`src/clsu_pkg.sv`:
```
// ----------------------------------------------------------------------------
// clsu_pkg: shared definitions for the combined LCG shuffle generator
// Moduli, multipliers, table geometry, opcodes and the table port bundle.
// ----------------------------------------------------------------------------
package clsu_pkg;

   localparam int SAMPLE_W    = 31;
   localparam int TABLE_DEPTH = 32;
   localparam int WARM_EXTRA  = 8;
   localparam int ADDR_W      = $clog2(TABLE_DEPTH);
   localparam int CNT_W       = $clog2(TABLE_DEPTH + WARM_EXTRA);

   localparam int MUL_W  = 16;
   localparam int PROD_W = SAMPLE_W + MUL_W;
   localparam int FOLD_W = 8;

   // m = 2^31 - fold, so 2^31 == fold (mod m)
   localparam logic [SAMPLE_W-1:0] MOD_ONE  = 31'd2147483563;
   localparam logic [MUL_W-1:0]    MUL_ONE  = 16'd40014;
   localparam logic [FOLD_W-1:0]   FOLD_ONE = 8'd85;
   localparam logic [SAMPLE_W-1:0] MOD_TWO  = 31'd2147483399;
   localparam logic [MUL_W-1:0]    MUL_TWO  = 16'd40692;
   localparam logic [FOLD_W-1:0]   FOLD_TWO = 8'd249;

   localparam int WRAP_SPAN = 2147483562;
   localparam int SLOT_DIV  = 1 + WRAP_SPAN / TABLE_DEPTH;

   localparam logic [SAMPLE_W-1:0] SECOND_SEED = 31'd123456789;

   localparam logic OP_DRAW   = 1'b0;
   localparam logic OP_RESEED = 1'b1;

   typedef enum logic {
      GEN_ONE = 1'b0,
      GEN_TWO = 1'b1
   } gen_sel_type;

   typedef struct packed {
      logic                rd_en;
      logic [ADDR_W-1:0]   rd_addr;
      logic                wr_en;
      logic [ADDR_W-1:0]   wr_addr;
      logic [SAMPLE_W-1:0] wr_data;
   } tbl_req_type;

   // table slot = value / SLOT_DIV, done as a row of constant compares
   function automatic logic [ADDR_W-1:0] slot_of(logic [SAMPLE_W-1:0] value);
      logic [ADDR_W-1:0] slot;
      slot = '0;
      for (int k = 1; k < TABLE_DEPTH; k++) begin
         if ({1'b0, value} >= 32'(k * SLOT_DIV)) begin
            slot = ADDR_W'(k);
         end
      end
      return slot;
   endfunction

endpackage

```
`src/combined_lcg_shuffle_uniform_rng.sv`:
```
// ----------------------------------------------------------------------------
// combined_lcg_shuffle_uniform_rng: combined LCG with shuffle table
// Uniform integer generator, two congruential generators plus a shuffle.
// ----------------------------------------------------------------------------
// Usage:
//   A request (req_opcode, req_seed_value) is taken when req_valid is high
//   and req_stall is low. Opcode draw returns the next sample; opcode reseed
//   loads the seed (zero acts as one), warms up and fills the table, then
//   draws. Each request returns exactly one rsp_sample, handed over when
//   rsp_valid is high and rsp_stall is low; sample/2147483563 is the
//   uniform value.
//   Draw: the request passes the multiply, reduce and output steps before
//   its result is in the output register; no new request is taken until
//   the draw is done. Reseed adds a warm-up first: each warm-up step is one
//   pass through the modular multiply of the first generator.
//   The output register lets the next request be taken while a result
//   waits; a draw that finishes while the receiver stalls holds in its last
//   step until the output register frees up.
//   Reset sets the generators to 1 and 123456789, the last output to zero
//   and the table to all zeros; the block is ready the cycle after.
// ----------------------------------------------------------------------------
module combined_lcg_shuffle_uniform_rng (
   input  logic                          clock,
   input  logic                          reset,
   input  logic                          req_valid,
   output logic                          req_stall,
   input  logic                          req_opcode,
   input  logic [clsu_pkg::SAMPLE_W-1:0] req_seed_value,
   output logic                          rsp_valid,
   input  logic                          rsp_stall,
   output logic [clsu_pkg::SAMPLE_W-1:0] rsp_sample
);

   typedef enum logic [5:0] {
      S_IDLE     = 6'b000001,
      S_WARM_MUL = 6'b000010,
      S_WARM_RED = 6'b000100,
      S_DRAW_MUL = 6'b001000,
      S_DRAW_RED = 6'b010000,
      S_DRAW_OUT = 6'b100000
   } state_type;

   state_type                       state_ff, state_in;
   logic [clsu_pkg::SAMPLE_W-1:0]   gen1_ff, gen1_in;
   logic [clsu_pkg::SAMPLE_W-1:0]   gen2_ff, gen2_in;
   logic [clsu_pkg::SAMPLE_W-1:0]   last_ff, last_in;
   logic [clsu_pkg::ADDR_W-1:0]     slot_ff, slot_in;
   logic [clsu_pkg::CNT_W-1:0]      cnt_ff, cnt_in;
   logic                            rsp_valid_ff, rsp_valid_in;
   logic [clsu_pkg::SAMPLE_W-1:0]   rsp_sample_ff, rsp_sample_in;

   logic                            req_take;
   logic                            out_free;
   logic                            mul_load;
   logic [clsu_pkg::SAMPLE_W-1:0]   res1, res2;
   logic [clsu_pkg::SAMPLE_W-1:0]   tbl_rd_data;
   clsu_pkg::tbl_req_type           tbl_req;
   logic signed [clsu_pkg::SAMPLE_W+1:0] diff;
   logic [clsu_pkg::SAMPLE_W-1:0]   sample;

   clsu_modmul u_adv_one (
      .clock   (clock),
      .gen_sel (clsu_pkg::GEN_ONE),
      .load    (mul_load),
      .operand (gen1_ff),
      .result  (res1)
   );

   clsu_modmul u_adv_two (
      .clock   (clock),
      .gen_sel (clsu_pkg::GEN_TWO),
      .load    (mul_load),
      .operand (gen2_ff),
      .result  (res2)
   );

   clsu_table u_table (
      .clock   (clock),
      .reset   (reset),
      .tbl_req (tbl_req),
      .rd_data (tbl_rd_data)
   );

   assign req_stall = (state_ff != S_IDLE);
   assign req_take  = req_valid && (state_ff == S_IDLE);
   assign out_free  = !rsp_valid_ff || !rsp_stall;
   assign mul_load  = (state_ff == S_WARM_MUL) || (state_ff == S_DRAW_MUL);

   // table value minus second generator, wrapped into 1..WRAP_SPAN
   always_comb begin
      diff = $signed({2'b00, tbl_rd_data}) - $signed({2'b00, gen2_ff});
      if (diff < 1) begin
         diff = diff + (clsu_pkg::SAMPLE_W+2)'(clsu_pkg::WRAP_SPAN);
      end
      sample = diff[clsu_pkg::SAMPLE_W-1:0];
   end

   always_comb begin
      state_in      = state_ff;
      gen1_in       = gen1_ff;
      gen2_in       = gen2_ff;
      last_in       = last_ff;
      slot_in       = slot_ff;
      cnt_in        = cnt_ff;
      rsp_valid_in  = rsp_valid_ff && rsp_stall;
      rsp_sample_in = rsp_sample_ff;
      tbl_req       = '0;

      unique case (state_ff)
         S_IDLE: begin
            if (req_take) begin
               if (req_opcode == clsu_pkg::OP_RESEED) begin
                  gen1_in  = (req_seed_value == '0) ? clsu_pkg::SAMPLE_W'(1)
                                                    : req_seed_value;
                  gen2_in  = gen1_in;
                  cnt_in   = clsu_pkg::CNT_W'(clsu_pkg::TABLE_DEPTH +
                                              clsu_pkg::WARM_EXTRA - 1);
                  state_in = S_WARM_MUL;
               end else begin
                  state_in = S_DRAW_MUL;
               end
            end
         end
         S_WARM_MUL: begin
            state_in = S_WARM_RED;
         end
         S_WARM_RED: begin
            gen1_in = res1;
            if (cnt_ff < clsu_pkg::CNT_W'(clsu_pkg::TABLE_DEPTH)) begin
               tbl_req.wr_en   = 1'b1;
               tbl_req.wr_addr = cnt_ff[clsu_pkg::ADDR_W-1:0];
               tbl_req.wr_data = res1;
            end
            if (cnt_ff == '0) begin
               last_in  = res1;
               state_in = S_DRAW_MUL;
            end else begin
               cnt_in   = cnt_ff - 1'b1;
               state_in = S_WARM_MUL;
            end
         end
         S_DRAW_MUL: begin
            slot_in         = clsu_pkg::slot_of(last_ff);
            tbl_req.rd_en   = 1'b1;
            tbl_req.rd_addr = slot_in;
            state_in        = S_DRAW_RED;
         end
         S_DRAW_RED: begin
            gen1_in  = res1;
            gen2_in  = res2;
            state_in = S_DRAW_OUT;
         end
         S_DRAW_OUT: begin
            if (out_free) begin
               tbl_req.wr_en   = 1'b1;
               tbl_req.wr_addr = slot_ff;
               tbl_req.wr_data = gen1_ff;
               last_in         = sample;
               rsp_valid_in    = 1'b1;
               rsp_sample_in   = sample;
               state_in        = S_IDLE;
            end
         end
         default: begin
            state_in = S_IDLE;
         end
      endcase
   end

   always_ff @(posedge clock) begin
      if (reset) begin
         state_ff     <= S_IDLE;
         gen1_ff      <= clsu_pkg::SAMPLE_W'(1);
         gen2_ff      <= clsu_pkg::SECOND_SEED;
         last_ff      <= '0;
         cnt_ff       <= '0;
         rsp_valid_ff <= 1'b0;
      end else begin
         state_ff     <= state_in;
         gen1_ff      <= gen1_in;
         gen2_ff      <= gen2_in;
         last_ff      <= last_in;
         cnt_ff       <= cnt_in;
         rsp_valid_ff <= rsp_valid_in;
      end
   end

   always_ff @(posedge clock) begin
      slot_ff       <= slot_in;
      rsp_sample_ff <= rsp_sample_in;
   end

   assign rsp_valid  = rsp_valid_ff;
   assign rsp_sample = rsp_sample_ff;

endmodule

```
`src/clsu_modmul.sv`:
```
// ----------------------------------------------------------------------------
// clsu_modmul: constant modular multiply for one congruential generator
// Registered 31x16 product, then fold of the high part and one subtract.
// ----------------------------------------------------------------------------
module clsu_modmul (
   input  logic                          clock,
   input  clsu_pkg::gen_sel_type         gen_sel,
   input  logic                          load,
   input  logic [clsu_pkg::SAMPLE_W-1:0] operand,
   output logic [clsu_pkg::SAMPLE_W-1:0] result
);

   logic [clsu_pkg::PROD_W-1:0]          product_ff;
   logic [clsu_pkg::PROD_W-1:0]          product_in;
   logic [clsu_pkg::MUL_W-1:0]           mult;
   logic [clsu_pkg::FOLD_W-1:0]          fold;
   logic [clsu_pkg::SAMPLE_W-1:0]        modulus;
   logic [clsu_pkg::MUL_W-1:0]           hi;
   logic [clsu_pkg::SAMPLE_W-1:0]        lo;
   logic [clsu_pkg::MUL_W+clsu_pkg::FOLD_W-1:0] hi_fold;
   logic [clsu_pkg::SAMPLE_W:0]          sum;

   always_comb begin
      if (gen_sel == clsu_pkg::GEN_ONE) begin
         mult    = clsu_pkg::MUL_ONE;
         fold    = clsu_pkg::FOLD_ONE;
         modulus = clsu_pkg::MOD_ONE;
      end else begin
         mult    = clsu_pkg::MUL_TWO;
         fold    = clsu_pkg::FOLD_TWO;
         modulus = clsu_pkg::MOD_TWO;
      end
   end

   assign product_in = clsu_pkg::PROD_W'(operand) * clsu_pkg::PROD_W'(mult);

   always_ff @(posedge clock) begin
      if (load) begin
         product_ff <= product_in;
      end
   end

   // hi*2^31 + lo == hi*fold + lo (mod m); the sum stays below 2m
   always_comb begin
      hi      = product_ff[clsu_pkg::PROD_W-1:clsu_pkg::SAMPLE_W];
      lo      = product_ff[clsu_pkg::SAMPLE_W-1:0];
      hi_fold = (clsu_pkg::MUL_W+clsu_pkg::FOLD_W)'(hi) *
                (clsu_pkg::MUL_W+clsu_pkg::FOLD_W)'(fold);
      sum     = {1'b0, lo} + (clsu_pkg::SAMPLE_W+1)'(hi_fold);
      if (sum >= {1'b0, modulus}) begin
         result = clsu_pkg::SAMPLE_W'(sum - {1'b0, modulus});
      end else begin
         result = sum[clsu_pkg::SAMPLE_W-1:0];
      end
   end

endmodule

```
`src/clsu_table.sv`:
```
// ----------------------------------------------------------------------------
// clsu_table: shuffle table memory
// One write and one registered read per cycle; unwritten entries read zero.
// ----------------------------------------------------------------------------
module clsu_table (
   input  logic                          clock,
   input  logic                          reset,
   input  clsu_pkg::tbl_req_type         tbl_req,
   output logic [clsu_pkg::SAMPLE_W-1:0] rd_data
);

   logic [clsu_pkg::SAMPLE_W-1:0]    mem_ff [clsu_pkg::TABLE_DEPTH];
   logic [clsu_pkg::TABLE_DEPTH-1:0] valid_ff;
   logic [clsu_pkg::SAMPLE_W-1:0]    rd_data_ff;
   logic                             rd_valid_ff;

   always_ff @(posedge clock) begin
      if (tbl_req.wr_en) begin
         mem_ff[tbl_req.wr_addr] <= tbl_req.wr_data;
      end
      if (tbl_req.rd_en) begin
         rd_data_ff <= mem_ff[tbl_req.rd_addr];
      end
   end

   always_ff @(posedge clock) begin
      if (reset) begin
         valid_ff    <= '0;
         rd_valid_ff <= 1'b0;
      end else begin
         if (tbl_req.wr_en) begin
            valid_ff[tbl_req.wr_addr] <= 1'b1;
         end
         if (tbl_req.rd_en) begin
            rd_valid_ff <= valid_ff[tbl_req.rd_addr];
         end
      end
   end

   assign rd_data = rd_valid_ff ? rd_data_ff : '0;

endmodule
```
`config.mk`:
```
export PLATFORM = sky130hd
export DESIGN_NAME = combined_lcg_shuffle_uniform_rng
export DESIGN_NICKNAME = d
export VERILOG_FILES = /design/src/clsu_pkg.sv /design/src/combined_lcg_shuffle_uniform_rng.sv /design/src/clsu_modmul.sv /design/src/clsu_table.sv
export SDC_FILE = /design/constraint.sdc
export NUM_CORES = 2
export LEC_CHECK = 0
export ABC_CLOCK_PERIOD_IN_PS = 11350
export BUFFER_PORTS_ARGS = -buffer_cell sky130_fd_sc_hd__buf_2
export CAP_MARGIN = 10
export CORE_UTILIZATION = 50
export DETAILED_ROUTE_END_ITERATION = 10
export PLACE_DENSITY = 0.61
export SLEW_MARGIN = 15
export SYNTH_ARGS = -nofsm -noshare
export SYNTH_HDL_FRONTEND = slang
export SYNTH_SLANG_ARGS = --single-unit
```
`constraint.sdc`:
```
create_clock -name clock -period 11.35 [get_ports clock]
set_clock_uncertainty 0.2 [all_clocks]
set_input_delay 3.405 -clock clock [delete_from_list [all_inputs] [get_ports clock]]
set_output_delay 3.405 -clock clock [all_outputs]
set_load 0.05 [all_outputs]
```
Word-level counts from Yosys, hierarchy flattened
Memories as Yosys holds them, arrays and structs flattened. A register that Yosys moved wholly into a read port is not among the register bits.
Cells that the tools add are included.
{"block": "word_totals", "register_bits": 266, "ramBits": 992, "in_bits": 36, "out_inout_bits": 33, "elab_cells": 159, "mem_count": 1}
{"block": "op_classes", "addsub": 7, "n_mul": 4, "n_lt_le_gt_ge": 38, "eq_ne": 12, "muxes": 64, "bitwise_logic": 1, "reduce_logical": 20}
{"memory": "u_table.mem_ff", "depth": 32, "word_bits": 31, "read_ports": 1, "rd_clocked_by_memory_dff": 1, "wr": 1, "line_no": "clsu_table.sv:12", "source": "logic [clsu_pkg::SAMPLE_W-1:0] mem_ff [clsu_pkg::TABLE_DEPTH];"}
{"operator": "$ge A31 B31 Y1 const B", "n": 15}
{"operator": "$mux W31", "n": 9}
{"operator": "$ge A31 B30 Y1 const B", "n": 8}
{"operator": "$pmux W31 S2", "n": 3}
{"operator": "$mux W5", "n": 30}
{"operator": "$ge A31 B29 Y1 const B", "n": 4}
{"operator": "$mux W37", "n": 2}
{"operator": "$pmux W37 S2", "n": 1}
{"operator": "$ge A32 B31 Y1 const B", "n": 2}
{"operator": "$ge A31 B28 Y1 const B", "n": 2}
{"operator": "$sub A31 B31 Y31 const B", "n": 2}
{"operator": "$mul A31 B15 Y46 const B", "n": 1}
{"operator": "$mul A31 B14 Y45 const B", "n": 1}
{"operator": "$mux W6", "n": 6}
{"operator": "$pmux W6 S6", "n": 1}
{"operator": "$add A31 B23 Y32", "n": 1}
{"operator": "$add A31 B24 Y32", "n": 1}
{"operator": "$lt A32 B2 Y1 const B", "n": 1}
{"operator": "$or A32 B32 Y32", "n": 1}
{"operator": "$sub A31 B31 Y32", "n": 1}
{"operator": "$add A31 B8 Y31 const B", "n": 1}
{"operator": "$ge A31 B26 Y1 const B", "n": 1}
{"operator": "$ge A31 B27 Y1 const B", "n": 1}
{"operator": "$logic_not A31 Y1", "n": 1}
{"operator": "28 further kinds", "n": 50}

Depth between registers and ports, before layout
{"block": "logic_depth", "ltp_word": 35, "depth_mapped": 24, "depth_no_buf": 24}

Cells and area by module
A second synthesis with hierarchy kept.
{"block": "unflattened", "cells_unflattened": 6632, "area_unflattened_um2": 86153.9}
{"mod": "clsu_table", "n_inst": 1, "cells_per_inst": 1662, "area_per_inst_um2": 40084.7, "seq_area_each_um2": 31380.1}
{"mod": "clsu_modmul at u_adv_one", "n_inst": 1, "cells_per_inst": 1873, "area_per_inst_um2": 18062.3, "seq_area_each_um2": 1381.3}
{"mod": "clsu_modmul at u_adv_two", "n_inst": 1, "cells_per_inst": 1842, "area_per_inst_um2": 17859.6, "seq_area_each_um2": 1381.3}
{"mod": "combined_lcg_shuffle_uniform_rng", "n_inst": 1, "cells_per_inst": 1255, "area_per_inst_um2": 10147.2, "seq_area_each_um2": 3203.1}

Worst setup path before layout
OpenSTA, ideal clock, no wires.
{"block": "synth_timing", "kind": "register to register", "startpoint": "register u_adv_one.product_ff[36] (netlist name)", "endpoint": "memory u_table.mem_ff[0][7] (netlist name) (data pin)", "setup_ns": 0.454, "t_arrival_ns": 6.631, "required_time_ns": 10.696, "path_slack_ns": 4.065, "path_stages_with_launch": 22, "n_path_buf": 2, "synth_period_minus_slack_ns": 7.285, "cell_sequence": "edfxtp_1 ha_1 inv_1 fa_1 inv_1 fa_1 fa_1 ha_1 buf_2 or3_1 a21oi_2 o21ai_2 a221o_1 a2111oi_0 nor3_1 and3b_1 o2111a_1 a21boi_2 buf_6 nor2_1 xnor2_1 o21ai_0"}
{"item": "from (decl)", "line_no": "clsu_modmul.sv:13", "source": "logic [clsu_pkg::PROD_W-1:0] product_ff;"}
{"item": "from (signal assigned)", "line_no": "clsu_modmul.sv:39", "source": "product_ff <= product_in;"}
{"item": "to (decl)", "line_no": "clsu_table.sv:12"}

==> impl_metrics.ini <==
[status]
outcome = finished, final reports clean

[route]
wl_per_cell_um = 27.2
drt_pass1_iterations = 8
drt_iter0_drc = 6011
drt_wl_total_mm = 239
drc = 0
vias_per_cell = 6.15
num_vias = 54011
antenna_left = 0

[yosys]
synth-seq-cells = 1289
synth_nets = 7572
yosysUniqueCellTypes = 96
synth_area_per_cell_um2 = 11.6
yosys_warnings = 0
synth_edf_count = 1150
async_flop_share_pct = 0
syn_inst = 6606
seq_area_frac_synth_pct = 48.9
synth-main-ff-cell = edfxtp_1
syn_area_um2 = 76300

[sta]
tightest_slew_ns = 1.34
hold_violations = 0
min_period_ns = 7.95
max_freq_mhz = 126
slew_violations = 0
setup_tns_ns = 0
setup_viol = 0
finalCritPeriodShare_pct = 70.1
slew_headroom_pct = 10.2
rsz0062_at_grt = false

[worst_setup_path]
critical_path_class = reg -> reg
startpoint_type = flip-flop
cp_data_arrival_time_ns = 8.16
crit_fanout = 32
crit_required_ns = 11.56
end_kind = flip-flop

[cts]
cts_setup_buffers = 0
holdBufCountCts = 0
cts_resized = 0
clk_latency_ns = 0.80
h-tree-depth = 4
clk_pin_slew_ns = 0.06
cts_tree = built
clock_sinks = 1289
cts_made_buffers = 142
cts_max_path_buffers = 3
cts-root-buf = clkbuf_16

[grt]
grt_use_total_pct = 31.0
grt_pass1_vias = 51964
grt_pass1_wl_mm = 349
grt_max_degree = 174
antenna_found_initial = 16
grt-ovfl-total = 0

[floorplanning]
fp.dieW_um = 393
num_rows = 143
die_y_um = 393
core_um2 = 152000
ioPinCount = 69
start_util_pct = 50.3
die_area_um2 = 154000

[min_path]
hold_class = reg -> reg

[finish]
areaGrowthSynthToFinish_pct = 10.2
drive_gt1_share_pct = 7.99
nets = 7604

[place]
gp_congestion = 0.965
dp_hpwl_mm = 154
port_buffers = 68

[job]
cap_violations = 0
critical path, stage by stage (launching register included):
cell and delay, ns:
edfxtp_1 0.47, ha_1 0.32, inv_1 0.05, fa_1 0.50, inv_1 0.06, fa_1 0.50
fa_1 0.50, ha_1 0.30, or3_1 0.44, a21oi_2 0.16, o21ai_2 0.14, a221oi_1 0.67
o311ai_0 0.28, xor2_1 0.34, nand4_1 0.28, a2111oi_4 0.46, a21boi_2 0.10, buf_4 0.24
nor4b_2 0.30, xnor2_1 0.25, a22o_1 1.01
registers in the layout, summed over array words and instances (netlist names), 5 cells and up:
name,cells
slot_ff,5
cnt_ff,6
rsp_sample,31
u_table.valid_ff,32
u_adv_two.product_ff,45
gen1_ff,31
last_ff,31
gen2_ff,31
u_table.mem_ff,992
state_ff,6
u_adv_one.product_ff,46
u_table.rd_data_ff,31
worst paths after layout:
check,startpoint,end,slack [ns],cells after the start
hold reg to reg,last_ff[20]$_SDFFE_PP0P_,last_ff[20]$_SDFFE_PP0P_,0.26,2
setup / recovery,u_adv_one.product_ff[35]$_DFFE_PP_,u_table.mem_ff[11][10]$_DFFE_PP_,3.40,20
setup reg to reg,u_adv_one.product_ff[35]$_DFFE_PP_,u_table.mem_ff[11][10]$_DFFE_PP_,3.40,20
hold / removal,last_ff[20]$_SDFFE_PP0P_,last_ff[20]$_SDFFE_PP0P_,0.26,2
cells in the final DEF, fill, tap and decap left out, types with 26 or more instances in the layout:
| cell | netlist | final |
|---|---|---|
| o21bai_1 | 30 | 30 |
| a21o_1 | 63 | 63 |
| xnor2_1 | 128 | 128 |
| a311oi_1 | 133 | 133 |
| a21oi_1 | 294 | 293 |
| o2111ai_1 | 38 | 38 |
| o211ai_1 | 29 | 29 |
| ha_1 | 482 | 482 |
| nor2_1 | 373 | 335 |
| nor3_1 | 65 | 63 |
| a211oi_1 | 181 | 179 |
| a31oi_1 | 129 | 129 |
| inv_1 | 555 | 554 |
| nand3_1 | 177 | 177 |
| clkbuf_16 | 0 | 143 |
| and2_1 | 179 | 179 |
| buf_2 | 18 | 67 |
| buf_4 | 1 | 119 |
| fa_1 | 448 | 448 |
| and3_1 | 47 | 47 |
| o21ai_0 | 169 | 157 |
| nand2_1 | 810 | 806 |
| dfxtp_1 | 139 | 139 |
| clkinv_1 | 0 | 26 |
| xor2_1 | 73 | 73 |
| mux2i_1 | 48 | 48 |
| nand4_1 | 33 | 33 |
| nor2_4 | 0 | 36 |
| edfxtp_1 | 1150 | 1150 |
| o221ai_1 | 37 | 37 |
| nand2b_1 | 28 | 28 |
| clkbuf_1 | 265 | 31 |
| mux2_2 | 34 | 34 |
| o21a_1 | 37 | 37 |
synthesized netlist by cell type (73+ instances only):
cell	count	area share, %
edfxtp_1	1150	45
nand2_1	810	4.0
inv_1	555	2.7
ha_1	482	7.9
fa_1	448	12
nor2_1	373	1.8
a21oi_1	294	1.9
clkbuf_1	265	1.3
a211oi_1	181	1.8
and2_1	179	1.5
nand3_1	177	1.2
o21ai_0	169	1.1
dfxtp_1	139	3.6
a311oi_1	133	1.5
a31oi_1	129	1.1
xnor2_1	128	1.5
xor2_1	73	0.84
per-layer routing:
metal	share of wire [%]	track usage, %	vias up
li1	-	-	23943
met1	43	44.4	27189
met2	45	47.9	2467
met3	8.9	5.39	406
met4	3.4	10.1	6
met5	0.026	0	-
metrics by stage:
| stage | setup WS (ns) | cell area [µm²] | util (%) | instances | hold WS (ns) |
|---|---|---|---|---|---|
| after CTS | 3.50 | 84100 | 55.4 | 8780 | 0.253 |
| final | 3.40 | 84100 | 55.5 | 8783 | 0.259 |
| after global placement | 3.67 | 79500 | 52.4 | 8524 | 0.234 |
| after floorplan | 4.07 | 76300 | - | 6606 | 0.226 |
| after global routing | 3.07 | 84100 | 55.4 | 8780 | 0.264 |
| after detailed placement | 3.55 | 79500 | 52.4 | 8524 | 0.245 |
final cells by class:
cell class / instances / area, µm²
fill: 12843 / 67600
inverter: 556 / 2090
timing repair buffer: 192 / 1350
tap: 2030 / 2540
sequential: 1289 / 37300
clock buffer: 175 / 3710
clock inverter: 81 / 937
antenna: 3 / 7.51
multi-input combinational: 4457 / 36200
kinds of logic (layout without fill, tap and decap cells):
group           count (synthesis)  after routing  share of synthesized area [%]
simple gates                 1881           1881                           11.4
compound gates               1363           1363                           12.3
flops                        1289           1289                           48.9
fa+ha+maj                     930            930                           19.6
buf+inv                       860           1004                           4.27
xor+xnor                      201            201                           2.31
mux                            82             82                           1.13
other cells                     0              3                              0
Power is left out: the tool's default activity adds up to more than one toggle a clock period on the data nets, which glitch-free logic cannot reach.
